--- src/rtl/core/wsl_pkg.sv ---
// Shared types and constants for the wavio sequence length block.
package wsl_pkg;
	localparam int VALUE_WIDTH   = 32;
	localparam int MAX_LEN_DEF   = 1024;
	localparam int RESULT_WIDTH  = 11;

	localparam logic [1:0] TK_NONE = 2'd0;
	localparam logic [1:0] TK_FWD  = 2'd1;
	localparam logic [1:0] TK_BWD  = 2'd2;
	localparam logic [1:0] TK_CLR  = 2'd3;

	typedef struct packed {
		logic [1:0] kind;
		logic       found;
	} tok_ctrl_t;

	typedef struct packed {
		logic signed [VALUE_WIDTH-1:0] value;
		logic                          last;
	} in_item_t;

	typedef struct packed {
		logic [RESULT_WIDTH-1:0] wavio_length;
		logic                    overflow;
	} out_item_t;
endpackage

--- src/rtl/core/wsl_cell.sv ---
// One cell of the tails chain: holds one tail and passes each key on.
module wsl_cell #(
	parameter int INDEX = 0,
	parameter int MAX_LEN = wsl_pkg::MAX_LEN_DEF
) (
	input  logic                                clk,
	input  logic                                arst_n,
	input  wsl_pkg::tok_ctrl_t                  up_ctrl,
	input  logic [wsl_pkg::VALUE_WIDTH-1:0]     up_key,
	input  logic [$clog2(MAX_LEN+1)-1:0]        up_len,
	input  logic [$clog2(MAX_LEN)-1:0]          up_idx,
	input  logic [$clog2(MAX_LEN+1)-1:0]        up_fwd,
	output wsl_pkg::tok_ctrl_t                  dn_ctrl,
	output logic [wsl_pkg::VALUE_WIDTH-1:0]     dn_key,
	output logic [$clog2(MAX_LEN+1)-1:0]        dn_len,
	output logic [$clog2(MAX_LEN)-1:0]          dn_idx,
	output logic [$clog2(MAX_LEN+1)-1:0]        dn_fwd
);
	import wsl_pkg::*;

	localparam int LW = $clog2(MAX_LEN+1);

	logic                   tail_valid_q;
	logic [VALUE_WIDTH-1:0] tail_q;
	logic                   hit;

	assign hit = (up_ctrl.kind == TK_FWD || up_ctrl.kind == TK_BWD) && !up_ctrl.found
		&& (!tail_valid_q || tail_q >= up_key);

	always_ff @(posedge clk or negedge arst_n) begin
		if (!arst_n) begin
			tail_valid_q <= 1'b0;
			dn_ctrl      <= '{kind: TK_NONE, found: 1'b0};
		end else begin
			if (up_ctrl.kind == TK_CLR) begin
				tail_valid_q <= 1'b0;
			end else if (hit) begin
				tail_valid_q <= 1'b1;
			end
			dn_ctrl.kind  <= up_ctrl.kind;
			dn_ctrl.found <= up_ctrl.found | hit;
		end
	end

	always_ff @(posedge clk) begin
		if (hit) begin
			tail_q <= up_key;
		end
		dn_key <= up_key;
		dn_len <= hit ? LW'(INDEX + 1) : up_len;
		dn_idx <= up_idx;
		dn_fwd <= up_fwd;
	end
endmodule

--- config.mk ---
export PLATFORM = sky130hd
export DESIGN_NAME = wsl_cell
export DESIGN_NICKNAME = d
export VERILOG_FILES = /design/src/rtl/core/wsl_pkg.sv /design/src/rtl/core/wsl_cell.sv
export SDC_FILE = /design/constraint.sdc
export NUM_CORES = 1
export LEC_CHECK = 0
export ABC_AREA = 0
export BUFFER_PORTS_ARGS = -buffer_cell sky130_fd_sc_hd__buf_2
export CAP_MARGIN = 20
export CORE_MARGIN = 2
export CORE_UTILIZATION = 45
export CTS_CLUSTER_DIAMETER = 150
export DETAILED_ROUTE_END_ITERATION = 8
export HOLD_SLACK_MARGIN = 0.12
export PLACE_DENSITY = 0.79
export REMOVE_ABC_BUFFERS = 1
export SLEW_MARGIN = 5
export SYNTH_ARGS = -nofsm -noshare
export SYNTH_HDL_FRONTEND = slang
export SYNTH_SLANG_ARGS = --single-unit
--- constraint.sdc ---
create_clock -name clk -period 3.4 [get_ports clk]
set_input_delay 0.68 -clock clk [delete_from_list [all_inputs] [get_ports clk]]
set_output_delay 0.68 -clock clk [all_outputs]
set_load 0.01 [all_outputs]
==> impl_metrics.toml, run 1 <==
[cells_and_area]
multi_input_area_sq_um = 893
drive_gt1_frac = 0.435
diodes = 0
stdcell_count = 490
synthToLayoutAreaGrowth_pct = 29.1
final-seq-area_sq_um = 2340
nets = 488
fill_cells = 637

[clock_tree]
clkLatencyLatePin_ns = 0.36
cts-root-buf = "clkbuf_8"
numClockSinks = 100
clkTransAtPathRegs_ns = 0.10
tritoncts = "built"
cts_buffers = 9
cts_max_level = 3
postCtsSetupBuffers = 0
cts_buffer_depth = 2

[critical_path]
cp.arrival_ns = 2.61
r2r-start = "tail_q[30]$_DFFE_PP_"
rrSetupSlack_ns = 0.90
crit_path_start_kind = "input port"
critPathRequiredTime_ns = 3.44
crit_fanout = 16
critical_path_class = "in -> reg"
r2r-end = "tail_q[31]$_DFFE_PP_"
end_kind = "register"
worstRegToRegCells = 7

[run_status]
outcome = "finished clean"

[die]
fp-row-count = 31
start_util = 0.465
io_pins = 136
core_area_sq_um = 7290
die_w_microns = 90.8
die_h_microns = 90.8
die_area_sq_um = 8240

[global_route]
gr-total-overflow = 0
grt_max_degree = 17
grt_pass1_vias = 2268
grt.total_usage = 0.155
grt_first_pass_wirelength_mm = 10.1
antenna_found_initial = 0

[pwr]
peakVddDrop_uv = 330
p_clk_frac = 0.294
p_leak_uw = 0.00214
p_switching_uw = 546
p_int_uw = 1690
powerDensity_nw_per_um2 = 512
power_frac_seq = 0.593
p_sw_frac = 0.244
power_frac_comb = 0.113

[timing]
final.setup.tns_ns = 0
finalHoldViolCount = 0
worst_pin_slew_ns = 0.479
slew_viol_final = 0
relSlewSlack = 0.681
fin_crit_sh = 0.754
rsz0062_at_grt = "no"
period_minus_slack_ns = 2.56
finalSetupViolCount = 0
fmax_ghz = 0.390
hold_ws_ns = 0.414
fin_skew_ns = 0.0118

[drt]
drc_errors = 0
ant_nets = 0
totalWireLength_mm = 6.22
vias_per_cell = 4.52
drt_iter0_drc = 78
firstDrtPassIters = 4
num_vias = 2214
wl_per_cell_microns = 12.7

[synthesis]
syn-cell-area_sq_um = 3390
synth_top_area_share = 0.378
synthCells = 237
synth-seq-cells = 100
synth.most_common_cell = "dfxtp_1"
synth_warnings = 0
synth_edf_count = 32
synth_common_cells = "dfxtp_1 (64), inv_1 (36), ha_1 (33)"
yosysUniqueCellTypes = 29
async_reset_ff_frac = 0.0400
synth_top_cell_by_area = "dfxtp_1"
synth_ff_type = "dfxtp_1"
ys_seq_area_frac = 0.691
avgSynthCellArea_sq_um = 14.3
synthTopCellsByArea = "dfxtp_1 (38%), edfxtp_1 (28%), ha_1 (12%)"

[placement]
dp_hpwl_mm = 4.77
dp.cells = 473
gp_congestion = 0.811
port_buffers = 135

[worst_hold_path]
whs_endpoint = "dn_idx[7]$_DFF_P_"
hold_path.startpoint = "up_idx[7]"
whs_path_depth = 1
hold_class = "in -> reg"

[flow_run]
drv_cap = 0
[repair_timing]
| action | 4_1_cts | 5_1_grt |
|---|---|---|
| gates resized for setup | 0 | 0 |
| endpoints found under the hold margin | 1 | 0 |
| hold buffers | 1 | 0 |
[power groups by stage]
| stage | combinational, uW | clock (uW) | sequential, uW |
|---|---|---|---|
| finish | 253 | 657 | 1330 |
| global route | 286 | 733 | 1340 |
| CTS | 260 | 679 | 1330 |
| detailed placement | 256 | 0 | 1360 |
| global placement | 248 | 0 | 1350 |
| floorplan | 103 | 0 | 1380 |
[per-layer routing]
metal | share of wire | global-route usage | routed length [microns]
met1 | 0.44 | 0.189 | 2720
met2 | 0.49 | 0.266 | 3050
met3 | 0.064 | 0.0492 | 400
met4 | 0.0088 | 0.0417 | 55
met5 | 0 | 0 | 0
[layout make-up]
type / instances / share of cell area
repair buffers: 140 / 0.164
multi-input cells: 99 / 0.204
clock inverters: 6 / 0.00858
well taps: 99 / 0.0283
inverters: 36 / 0.0309
flip-flops and latches: 100 / 0.535
clock buffers: 10 / 0.0292
[through the flow]
stage                     area, sq um  power, uW  setup slack (ns)  utilization
after floorplan                  3370       1480             0.136            -
after global placement           4200       1600             0.542        0.576
after detailed placement         4200       1610             0.458        0.576
after CTS                        4380       2270             0.821        0.600
after global routing             4380       2350             0.690        0.600
final                            4380       2240             0.838        0.600
[state kept, by name (all words and copies together) (netlist names)]
signal	cells
dn_ctrl	3
dn_fwd	11
dn_idx	10
dn_key	32
dn_len	11
tail_q	32
tail_valid_q	1
[worst max-delay path, stage by stage]
cell,delay (ns)
buf_2,0.10
inv_1,0.04
ha_1,0.30
nand4_1,0.12
or3_4,0.41
a2111oi_2,0.36
o311a_1,0.23
or2_2,0.12
buf_4,0.24
[how the worst max path moves through the flow]
stage,startpoint,endpoint,slack [ns],cells past startpoint
after global placement,up_key[30],tail_q[21]$_DFFE_PP_,0.54,9
after global routing,up_key[30],tail_q[0]$_DFFE_PP_,0.69,9
after floorplan,up_key[15],tail_q[0]$_DFFE_PP_,0.14,7
final,up_key[13],tail_q[31]$_DFFE_PP_,0.84,9
after detailed placement,up_key[14],tail_q[29]$_DFFE_PP_,0.46,9
after CTS,up_key[13],tail_q[31]$_DFFE_PP_,0.82,9
[placed cells by master, fill, tap and decap left out, types with 3 or more instances in the layout]
master	n
nor2_1	4
o21ai_0	3
a21oi_1	12
buf_2	135
or3_1	4
nand2_1	10
edfxtp_1	32
dfrtp_1	4
nand4_1	4
nor3b_2	10
ha_1	33
inv_4	3
buf_4	4
inv_1	36
clkbuf_8	9
dfxtp_1	64
[cells by family (layout without fill, tap and decap cells)]
kind of cell	count (synthesis)	in the layout	synth area share
fa+ha+maj	33	33	0.122
simple gates	40	40	0.0856
compound gates	26	26	0.0561
buf+inv	38	192	0.0454
flops	100	100	0.691
(Power assumes the default switching activity.)
==> run 2, diff against run 1 <==
CORE_UTILIZATION = 43   (was 45)
clock period = 2.35 ns   (was 3.4 ns; I/O delays follow)
==> run 2 against run 1 <==
Against the previous run: the run now ends with negative setup slack left; setup slack worse by 0.90 ns; clock-buffer cell count grew 3; worst hold slack worse by 0.21 ns; wire length up 12%; combinational power up 77%; clock power rose by 70%; sequential share of layout area shrank 4.2 points; utilization up 1.7 points; critical path depth shrank 1; critical path type is now reg -> reg.
==> impl_metrics.toml, run 2 (synthesis gave the netlist of run 1 again) <==
[global_route]
grt.total_usage = 0.161
antenna_found_initial = 0
grt_pass1_vias = 2403
gr-total-overflow = 0
grt_first_pass_wirelength_mm = 10.6
grt_max_degree = 17

[worst_hold_path]
hold_class = "in -> reg"

[cells_and_area]
nets = 514
fin_area_sq_um = 4740
final_common_cell = "buf_2"
fill_cells = 634
final_cell_mix = "buf_2 (135), dfxtp_1 (64), inv_1 (36)"
diodes = 0
drive_gt1_frac = 0.482
synthToLayoutAreaGrowth_pct = 39.9
reg.largest.list = "dn_key (32), tail_q (32)"
final_core_util = 0.617

[timing]
worst_pin_slew_ns = 0.369
period_minus_slack_ns = 2.41
fin_crit_sh = 1.03
fmax_ghz = 0.414
fin_ws_ns = -0.0639
finalHoldViolCount = 0
finalSetupViolCount = 32
relSlewSlack = 0.751
rsz0062_at_grt = "yes"
slew_viol_final = 0
fin_skew_ns = 0.0119

[die]
io_pins = 136
die_w_microns = 92.8
die_area_sq_um = 8610
die_h_microns = 92.8
fp-row-count = 32
start_util = 0.441
core_area_sq_um = 7690

[placement]
place_area_sq_um = 4410
port_buffers = 135
dp_hpwl_mm = 5.23
gp_congestion = 0.814

[clock_tree]
numClockSinks = 100
cts_buffers = 9
clkLatencyLatePin_ns = 0.36
cts_buffer_depth = 2
cts_max_level = 3
tritoncts = "built"
clkTransAtPathRegs_ns = 0.10
cts-root-buf = "clkbuf_8"

[critical_path]
crit_fanout = 8
cp.arrival_ns = 2.49
crit_chain = "ha_4 > nand4_1 > or3_4 > nor4_4 > buf_4 > o311a_4 > or2_4 > clkbuf_16"
crit_path_start_kind = "register"
critical_path_class = "reg -> reg"
cp.buffers_inverters = 2
end_kind = "register"
cpPeakStageDelay_ns = 0.44
cpLargestDelayFamily = "simple AND/OR/NAND/NOR gates"
critPathRequiredTime_ns = 2.43
cpMaxStageDelayCell = "edfxtp_1"

[run_status]
violations = "negative setup slack"
outcome = "finished with violations"

[pwr]
powerDensity_nw_per_um2 = 736
power_frac_comb = 0.128
power_uw = 3490
p_int_uw = 2670
peakVddDrop_uv = 450
power_frac_seq = 0.551
p_clk_frac = 0.321
p_sw_frac = 0.236
p_switching_uw = 823
p_leak_uw = 0.00231

[drt]
totalWireLength_mm = 6.96
wl_per_cell_microns = 13.4
drc_errors = 0
firstDrtPassIters = 4
vias_per_cell = 4.58
ant_nets = 0
num_vias = 2379
drt_iter0_drc = 83

[flow_run]
drv_cap = 0
==> run 2: layer usage <==
metal / wire length [microns] / vias up / share of wire / GRT usage
met1: 2750 / 1121 / 0.40 / 0.178
met4: 142 / 0 / 0.020 / 0.0858
li1: - / 1178 / - / -
met5: 0 / - / 0 / 0
met3: 400 / 13 / 0.057 / 0.0431
met2: 3670 / 67 / 0.53 / 0.281
==> run 2: worst register-to-register path, delay by kind of cell (launching register included) <==
family | cells | cell delay (ns)
buffers and inverters | 2 | 0.32
AO/OA/AOI/OAI | 1 | 0.18
flip-flops | 1 | 0.44
adder cells (fa/ha/maj) | 1 | 0.29
AND/OR/NAND/NOR | 4 | 0.91
==> run 2: path summary, 6_finish.rpt <==
kind / start / end / slack (ns) / depth (start not counted)
worst max-delay path: tail_q[29]$_DFFE_PP_ / tail_q[19]$_DFFE_PP_ / -0.06 / 8
worst min-delay path: up_idx[4] / dn_idx[4]$_DFF_P_ / 0.20 / 1
worst max register to register: tail_q[29]$_DFFE_PP_ / tail_q[19]$_DFFE_PP_ / -0.06 / 8
worst min register to register: tail_valid_q$_DFFE_PN0P_ / tail_valid_q$_DFFE_PN0P_ / 0.52 / 2
max in group asynchronous: arst_n / dn_ctrl[1]$_DFF_PN0_ / 1.77 / 2
min in group asynchronous: arst_n / tail_valid_q$_DFFE_PN0P_ / 0.46 / 2
==> run 2: power groups by stage <==
stage | registers (uW) | clock network, uW | logic, uW
4_1_cts | 1920 | 1160 | 437
3_3_place_gp | 1960 | 0 | 405
3_5_place_dp | 1960 | 0 | 422
6_report | 1920 | 1120 | 448
2_1_floorplan | 2000 | 0 | 149
5_1_grt | 1930 | 1230 | 499
==> run 2: timing repair <==
action	CTS	global route
hold buffers	1	0
resized for setup	5	4
endpoints found under the setup margin	32	33
setup buffers	0	1
endpoints found under the hold margin	4	0
gates cloned	0	1
pin swaps	0	6
==> run 2: final cells by class <==
type,count,area (sq um),share of cell area
Sequential cell,100,2340,0.494
Multi-Input combinational cell,99,971,0.205
Timing Repair Buffer,166,953,0.201
Clock buffer,13,191,0.0404
Inverter,36,135,0.0285
Tap cell,102,128,0.0269
Clock inverter,3,22.5,0.00475
==> run 2: stage by stage <==
stage | setup TNS, ns | setup WS, ns | instances | hold slack, ns
after floorplan | -22.52 | -0.704 | 235 | 0.174
after global placement | -9.45 | -0.286 | 500 | 0.276
after detailed placement | -12.51 | -0.359 | 500 | 0.279
after CTS | -2.17 | -0.0819 | 517 | 0.182
after global routing | -3.71 | -0.131 | 519 | 0.176
final | -1.56 | -0.0639 | 519 | 0.199
==> run 3, diff against run 2 <==
RECOVER_POWER = 25   (was default)
==> run 3 against run 2 <==
Against the previous run: the flow still finishes with violations (negative setup slack); final cell count unchanged; clock-buffer cell count unchanged; utilization down 0.31 points; final area down 0.50%; sequential power about the same; wire length up 0.39%; critical path type unchanged; largest power group unchanged.
==> impl_metrics.toml, run 3 (synthesis gave the netlist of run 1 again) <==
[run_status]
outcome = "finished with violations"
violations = "negative setup slack"

[timing]
period_minus_slack_ns = 2.41
rsz0062_at_grt = "yes"
relSlewSlack = 0.752
slew_viol_final = 0
worst_pin_slew_ns = 0.369
fin_skew_ns = 0.0107
fin_ws_ns = -0.0633
finalHoldViolCount = 0
fmax_ghz = 0.414
finalSetupViolCount = 32
fin_crit_sh = 1.03

[placement]
port_buffers = 135
pre_cts_slack_ns = -0.359
gp_congestion = 0.814
dp_hpwl_mm = 5.23
place_area_sq_um = 4410

[die]
die_h_microns = 92.8
die_w_microns = 92.8
start_util = 0.441
fp-row-count = 32
core_area_sq_um = 7690
die_area_sq_um = 8610
io_pins = 136

[clock_tree]
cts_max_level = 3
cts_buffer_depth = 2
numClockSinks = 100
cts-root-buf = "clkbuf_8"
cts_buffers = 9
clkLatencyLatePin_ns = 0.36
tritoncts = "built"
clkTransAtPathRegs_ns = 0.10

[cells_and_area]
final-seq-area_sq_um = 2340
nets = 514
drive_gt1_frac = 0.436
synthToLayoutAreaGrowth_pct = 39.2
final_core_util = 0.614
reg.largest.list = "dn_key (32), tail_q (32)"
final_cell_mix = "buf_2 (116), dfxtp_1 (64), inv_1 (36)"
fill_cells = 641
multi_input_area_sq_um = 971
final_common_cell = "buf_2"
diodes = 0
fin_area_sq_um = 4720

[critical_path]
crit_fanout = 8
cp.arrival_ns = 2.49
r2r-start = "tail_q[29]$_DFFE_PP_"
end_kind = "register"
worstRegToRegCells = 8
critical_path_class = "reg -> reg"
rrSetupSlack_ns = -0.06
crit_path_start_kind = "register"
critPathRequiredTime_ns = 2.43
r2r-end = "tail_q[19]$_DFFE_PP_"

[pwr]
p_leak_uw = 0.00225
peakVddDrop_uv = 453
powerDensity_nw_per_um2 = 739

[global_route]
antenna_found_initial = 0
grt_pass1_vias = 2403
gr-total-overflow = 0
grt.total_usage = 0.161
grt_first_pass_wirelength_mm = 10.6
grt_max_degree = 17

[drt]
firstDrtPassIters = 4
num_vias = 2393
wl_per_cell_microns = 13.5
drt_iter0_drc = 86
ant_nets = 0
vias_per_cell = 4.61
totalWireLength_mm = 6.99
drc_errors = 0

[worst_hold_path]
hold_path.startpoint = "up_idx[3]"
hold_class = "in -> reg"
whs_path_depth = 1
whs_endpoint = "dn_idx[3]$_DFF_P_"

[flow_run]
drv_cap = 0
-- run 3: cell count changes in the layout (fill, tap and decap cells not counted) --
cell      before  now
buf_2        135  116
clkbuf_1       1   20
buf_4         27   25
clkbuf_4       0    2
-- run 3: per-stage QoR --
stage	setup TNS, ns	hold slack [ns]	total power [uW]	instances
floorplan	-22.52	0.174	2150	235
CTS	-2.17	0.182	3520	517
finish	-1.54	0.199	3490	519
global route	-3.71	0.176	3660	519
global placement	-9.45	0.276	2360	500
detailed placement	-12.51	0.279	2390	500
-- run 3: worst max path at each step --
stage                         start                   end  slack (ns)  cells after the start
2_1_floorplan            up_key[15]   tail_q[0]$_DFFE_PP_       -0.70                      7
3_3_place_gp             up_key[29]  tail_q[17]$_DFFE_PP_       -0.29                     10
3_5_place_dp             up_key[14]  tail_q[10]$_DFFE_PP_       -0.36                      9
4_1_cts        tail_q[29]$_DFFE_PP_  tail_q[11]$_DFFE_PP_       -0.08                      8
5_1_grt        tail_q[29]$_DFFE_PP_  tail_q[23]$_DFFE_PP_       -0.13                      8
6_report       tail_q[29]$_DFFE_PP_  tail_q[19]$_DFFE_PP_       -0.06                      8
-- run 3: repair_timing --
item | in CTS | in global routing
pin swaps | 0 | 6
buffers inserted | 0 | 1
endpoints found under the setup margin | 32 | 33
cloned | 0 | 1
hold endpoints to repair | 4 | 0
hold buffers | 1 | 0
gates resized for setup | 5 | 4
-- run 3: layout make-up --
class,count,share of cell area
Tap cell,102,0.0270
Clock buffer,13,0.0406
Timing Repair Buffer,166,0.197
Multi-Input combinational cell,99,0.206
Sequential cell,100,0.496
Inverter,36,0.0286
Clock inverter,3,0.00477
-- run 3: routing by layer --
layer  vias to the layer above  routed length [microns]  track usage
met2                        69                     3680        0.281
met1                      1132                     2760        0.178
li1                       1177                        -            -
met3                        15                      400       0.0431
met4                         0                      147       0.0858
met5                         -                        0            0
-- run 3: power by group --
part	leakage (uW)	switching [uW]	internal (uW)	total (uW)
combinational	0.00126	224	221	445
clock	0.000107	573	548	1120
sequential	0.000883	28.3	1900	1920
total	0.00225	825	2660	3490
-- run 3: critical path, cell delays in order, from the launching register on --
cell       delay [ns]
edfxtp_1         0.44
ha_4             0.29
nand4_1          0.13
or3_4            0.38
nor4_4           0.22
buf_4            0.15
o311a_4          0.18
or2_4            0.18
clkbuf_16        0.17
